===== config.mk =====
export PLATFORM = sky130hd
export DESIGN_NAME = gha_ram
export DESIGN_NICKNAME = d
export VERILOG_FILES = /design/src/sv/gha_ram.sv
export SDC_FILE = /design/constraint.sdc
export NUM_CORES = 2
export LEC_CHECK = 0
export BUFFER_PORTS_ARGS = -buffer_cell sky130_fd_sc_hd__buf_2
export CORE_ASPECT_RATIO = 0.8
export CORE_MARGIN = 2
export CORE_UTILIZATION = 48
export CTS_BUF_LIST = sky130_fd_sc_hd__clkbuf_2 sky130_fd_sc_hd__clkbuf_4 sky130_fd_sc_hd__clkbuf_8
export CTS_CLUSTER_SIZE = 24
export DETAILED_ROUTE_END_ITERATION = 6
export GPL_TIMING_DRIVEN = 0
export PLACE_DENSITY_LB_ADDON = 0.12
export SLEW_MARGIN = 20
export SYNTH_ARGS = -nofsm -noshare
export SYNTH_HDL_FRONTEND = slang
export SYNTH_SLANG_ARGS = --single-unit

===== constraint.sdc =====
create_clock -name clk_i -period 7.96 [get_ports clk_i]
set_clock_uncertainty 0.2 [all_clocks]
set_input_delay 1.194 -clock clk_i [delete_from_list [all_inputs] [get_ports clk_i]]
set_output_delay 1.194 -clock clk_i [all_outputs]
set_load 0.005 [all_outputs]

===== src/sv/gha_ram.sv =====
// Generic simple dual-port RAM, one write and one registered read port.
module gha_ram #(
  parameter int unsigned Width = 8,
  parameter int unsigned Depth = 256
) (
  input  logic                     clk_i,
  input  logic                     we_i,
  input  logic [$clog2(Depth)-1:0] waddr_i,
  input  logic [Width-1:0]         wdata_i,
  input  logic                     re_i,
  input  logic [$clog2(Depth)-1:0] raddr_i,
  output logic [Width-1:0]         rdata_o
);

  logic [Width-1:0] mem [Depth];

  always_ff @(posedge clk_i) begin
    if (we_i) begin
      mem[waddr_i] <= wdata_i;
    end
  end

  always_ff @(posedge clk_i) begin
    if (re_i) begin
      rdata_o <= mem[raddr_i];
    end
  end

endmodule


==> summary.txt <==
Outcome
  • Outcome: finished, final reports clean

CTS
  • Htree depth: 5
  • Clk root buf: clkbuf_8
  • Clock Latency Late Sink: 1.07 ns
  • Post-CTS resize count: 0
  • CTS tree: done
  • Clock sinks: between 2000 and 2500
  • CTS hold repair buffers: 0
  • Num CTS Buffers: 330
  • Clk buf depth: 4
  • Clock transition at the registers of the reported paths: 0.06 ns
  • Post-CTS Setup Bufs: 0

Yosys
  • Post-synth top cells: edfxtp_1 (2056), mux4_2 (454), nor2_1 (282), mux2i_1 (134), a22oi_1 (133)
  • Dominant synthesized flop cell: edfxtp_1
  • Netlist cell types: 54
  • Share of the synthesized area in the top cell type: 0.775
  • Fraction of registers with async set/reset: 0
  • Seq/Total Area, Yosys: 0.775
  • Top cell type by total area after synthesis: edfxtp_1
  • Synth top area cells: edfxtp_1 (78%), mux4_2 (13%), mux2i_1 (1.7%)
  • Synthesized net count: roughly 3800
  • Flops & latches, synth: 2056
  • EDFF count, synth: 2056
  • Avg Cell Area, Syn: 21.3 µm²
  • Top-count cell post-synth: edfxtp_1
  • Mapped Cells: 3733
  • Post-Syn Area: 79600 µm²
  • Yosys warning count: 0

Drt
  • DRT Wirelength: 254 mm
  • Routed WL per cell: 38.9 µm
  • 1st-iter DRT viols: between 7000 and 8000
  • DRC violation count after routing: 0
  • Number of routed nets with antenna violations: 0
  • TritonRoute pass-1 iters: 7
  • Via count: 42703
  • Vias per inst: 6.54

Hold path
  • Min-delay src: wdata_i[6]
  • Hold WC Path Type: primary input to flop

Floorplan
  • Die area: 169000 µm²
  • Die Span X: ~460 µm
  • Num rows: 133
  • Initial Utilization: 0.484
  • Core area: roughly 160000 µm²
  • Die H: approximately 370 µm
  • Top Ports: 35

STA
  • Period minus WS final: 5.61 ns
  • Setup Viol. Count Final: 0
  • Fin crit share: 0.705
  • Relative slew slack: 0.0832
  • Worst Tran Pin Value: approximately 1.4 ns
  • Slew Viols, Final: 0
  • TNS Setup: 0 ns
  • Fin. Hold Viols: 0
  • RSZ-0062 raised after global routing: false
  • Fmax: 178 MHz

Power and ir drop
  • Int Power: 16900 µW
  • Sequential Power Share: 0.541
  • Net Sw Frac: 0.233
  • Power share of the combinational group: 0.061
  • Pwr dens: ~250 nW/µm²
  • Static leakage: ~0.028 µW
  • Net Switching: 5160 µW
  • Clock group share of total power: 0.398
  • VDD IR max: 179 µV

Placed design
  • Placed cell area: between 80000 and 90000 µm²
  • Hpwl dp: 172 mm
  • PortBufs: 27
  • Routability cong.: 0.934

Worst setup path
  • Crit. End Element: flop
  • Startpoint types: primary input
  • Worst EP required: 8.44 ns
  • Worst Path Arrival: 6.10 ns
  • Crit path launch: raddr_i[2]
  • CP peak stage delay: just under 1 ns
  • FF-to-FF Start: mem[236][1]
  • Crit Path Class: primary input to flop
  • Max FO, Critical Path: 11
  • Slowest stage cell on the critical path: nor4_1
  • CP cell instances: buf_2, clkinv_1, buf_4, nor2_1, clkbuf_1, a22oi_1, a21oi_1, nor4_2, nor4_1

Final layout
  • Post-layout instance area: 89700 µm²
  • Area delta synth->final: 12.6%
  • Layout net count: 4154
  • Ratio of cells with drive above 1 in the final layout: 0.268

GRT
  • Total track usage: 0.301
  • Number of global-route vias before repair: ~41000
  • First-pass GRT wire length: approximately 340 mm
  • Pin count of the biggest net entering global routing: between 100 and 150
  • Initial antenna violation count: 14
  • Congestion Overflow GR: 0

Flow run
  • Maxcap violations: 0
-- stage by stage --
stage	total power, µW	setup WS [ns]	hold slack, ns	std cells	util
after global routing	22600	2.51	0.218	6526	0.545
final	22100	2.35	0.276	6530	0.545
after floorplan	12800	4.49	0.664	3733	-
after CTS	22100	2.60	0.195	6517	0.545
after detailed placement	13500	1.50	1.28	5954	0.507
after global placement	13500	0.587	1.34	5920	0.501
-- power by group through the flow --
stage | registers, µW | logic [µW] | clock network, µW
floorplan | 12200 | 580 | 0
global placement | 12200 | 1250 | 0
detailed placement | 12200 | 1310 | 0
CTS | 11900 | 1310 | 8850
global route | 11900 | 1370 | 9330
finish | 11900 | 1350 | 8800
-- worst max-delay path: cells and delay by family --
family,cells,cell delay (ns)
buf+inv,4,1.83
compound gates,2,0.98
simple gates,3,2.02
-- state kept, by name, indices dropped and copies added, names as in the netlist --
register  count
rdata_o       8
mem        2048
-- routing by layer --
metal	vias to the layer above	GRT usage	wire, µm
li1	16536	-	-
met1	22801	0.444	103000
met2	2867	0.416	108000
met3	497	0.103	32600
met4	2	0.114	10400
met5	-	0	13
-- layout make-up --
class / count / area (µm²)
Timing Repair Buffer: 62 / 1060
Clock buffer: 440 / 5420
Antenna cell: 12 / 30.0
Tap cell: 2160 / 2700
Sequential cell: 2056 / 61700
Fill cell: 12577 / 74900
Buffer: 233 / 1510
Multi-Input combinational cell: 1442 / 16500
Clock inverter: 123 / 678
Inverter: 2 / 7.51
-- worst paths after layout --
check                                    to  slack [ns]  cells after the start
worst min register to register   rdata_o[5]        1.35                      6
worst max-delay path             rdata_o[1]        2.35                      9
worst min-delay path            mem[237][6]        0.28                      1
worst max register to register   rdata_o[1]        4.16                      6
-- cell families after synthesis --
group | count (synthesis) | synth area share
flip-flops | 2056 | 0.775
multiplexers | 591 | 0.146
AND/OR/NAND/NOR | 466 | 0.0263
AO/OA/AOI/OAI | 385 | 0.0342
buffers and inverters | 235 | 0.0183
-- cell usage in the layout (no fill, tap or decap), types with 6 or more instances in the layout --
master        n
clkbuf_4    101
a21oi_1      96
nor4_2       15
nor2_1      282
clkbuf_2     36
o211ai_1     10
and2_1        6
buf_1        13
a211oi_1     16
o221ai_1     46
mux2i_1     134
buf_12       11
a221oi_1     11
clkinv_1     85
nand3_1      34
mux4_2      454
nand4_1      10
edfxtp_1   2056
a22oi_1     133
buf_6        21
diode_2      12
o22ai_1      28
clkinv_2     27
clkbuf_8    339
buf_4        32
buf_2        59
nor3_1       22
nand2_1      33
nor2b_1      31
buf_16       27
nand2b_1      8
bufinv_16     6
a22o_1        8
clkbuf_1     75
o21ai_0      10
buf_8        21
nor4_1       12
No activity file was read; power rests on OpenSTA's default activity.
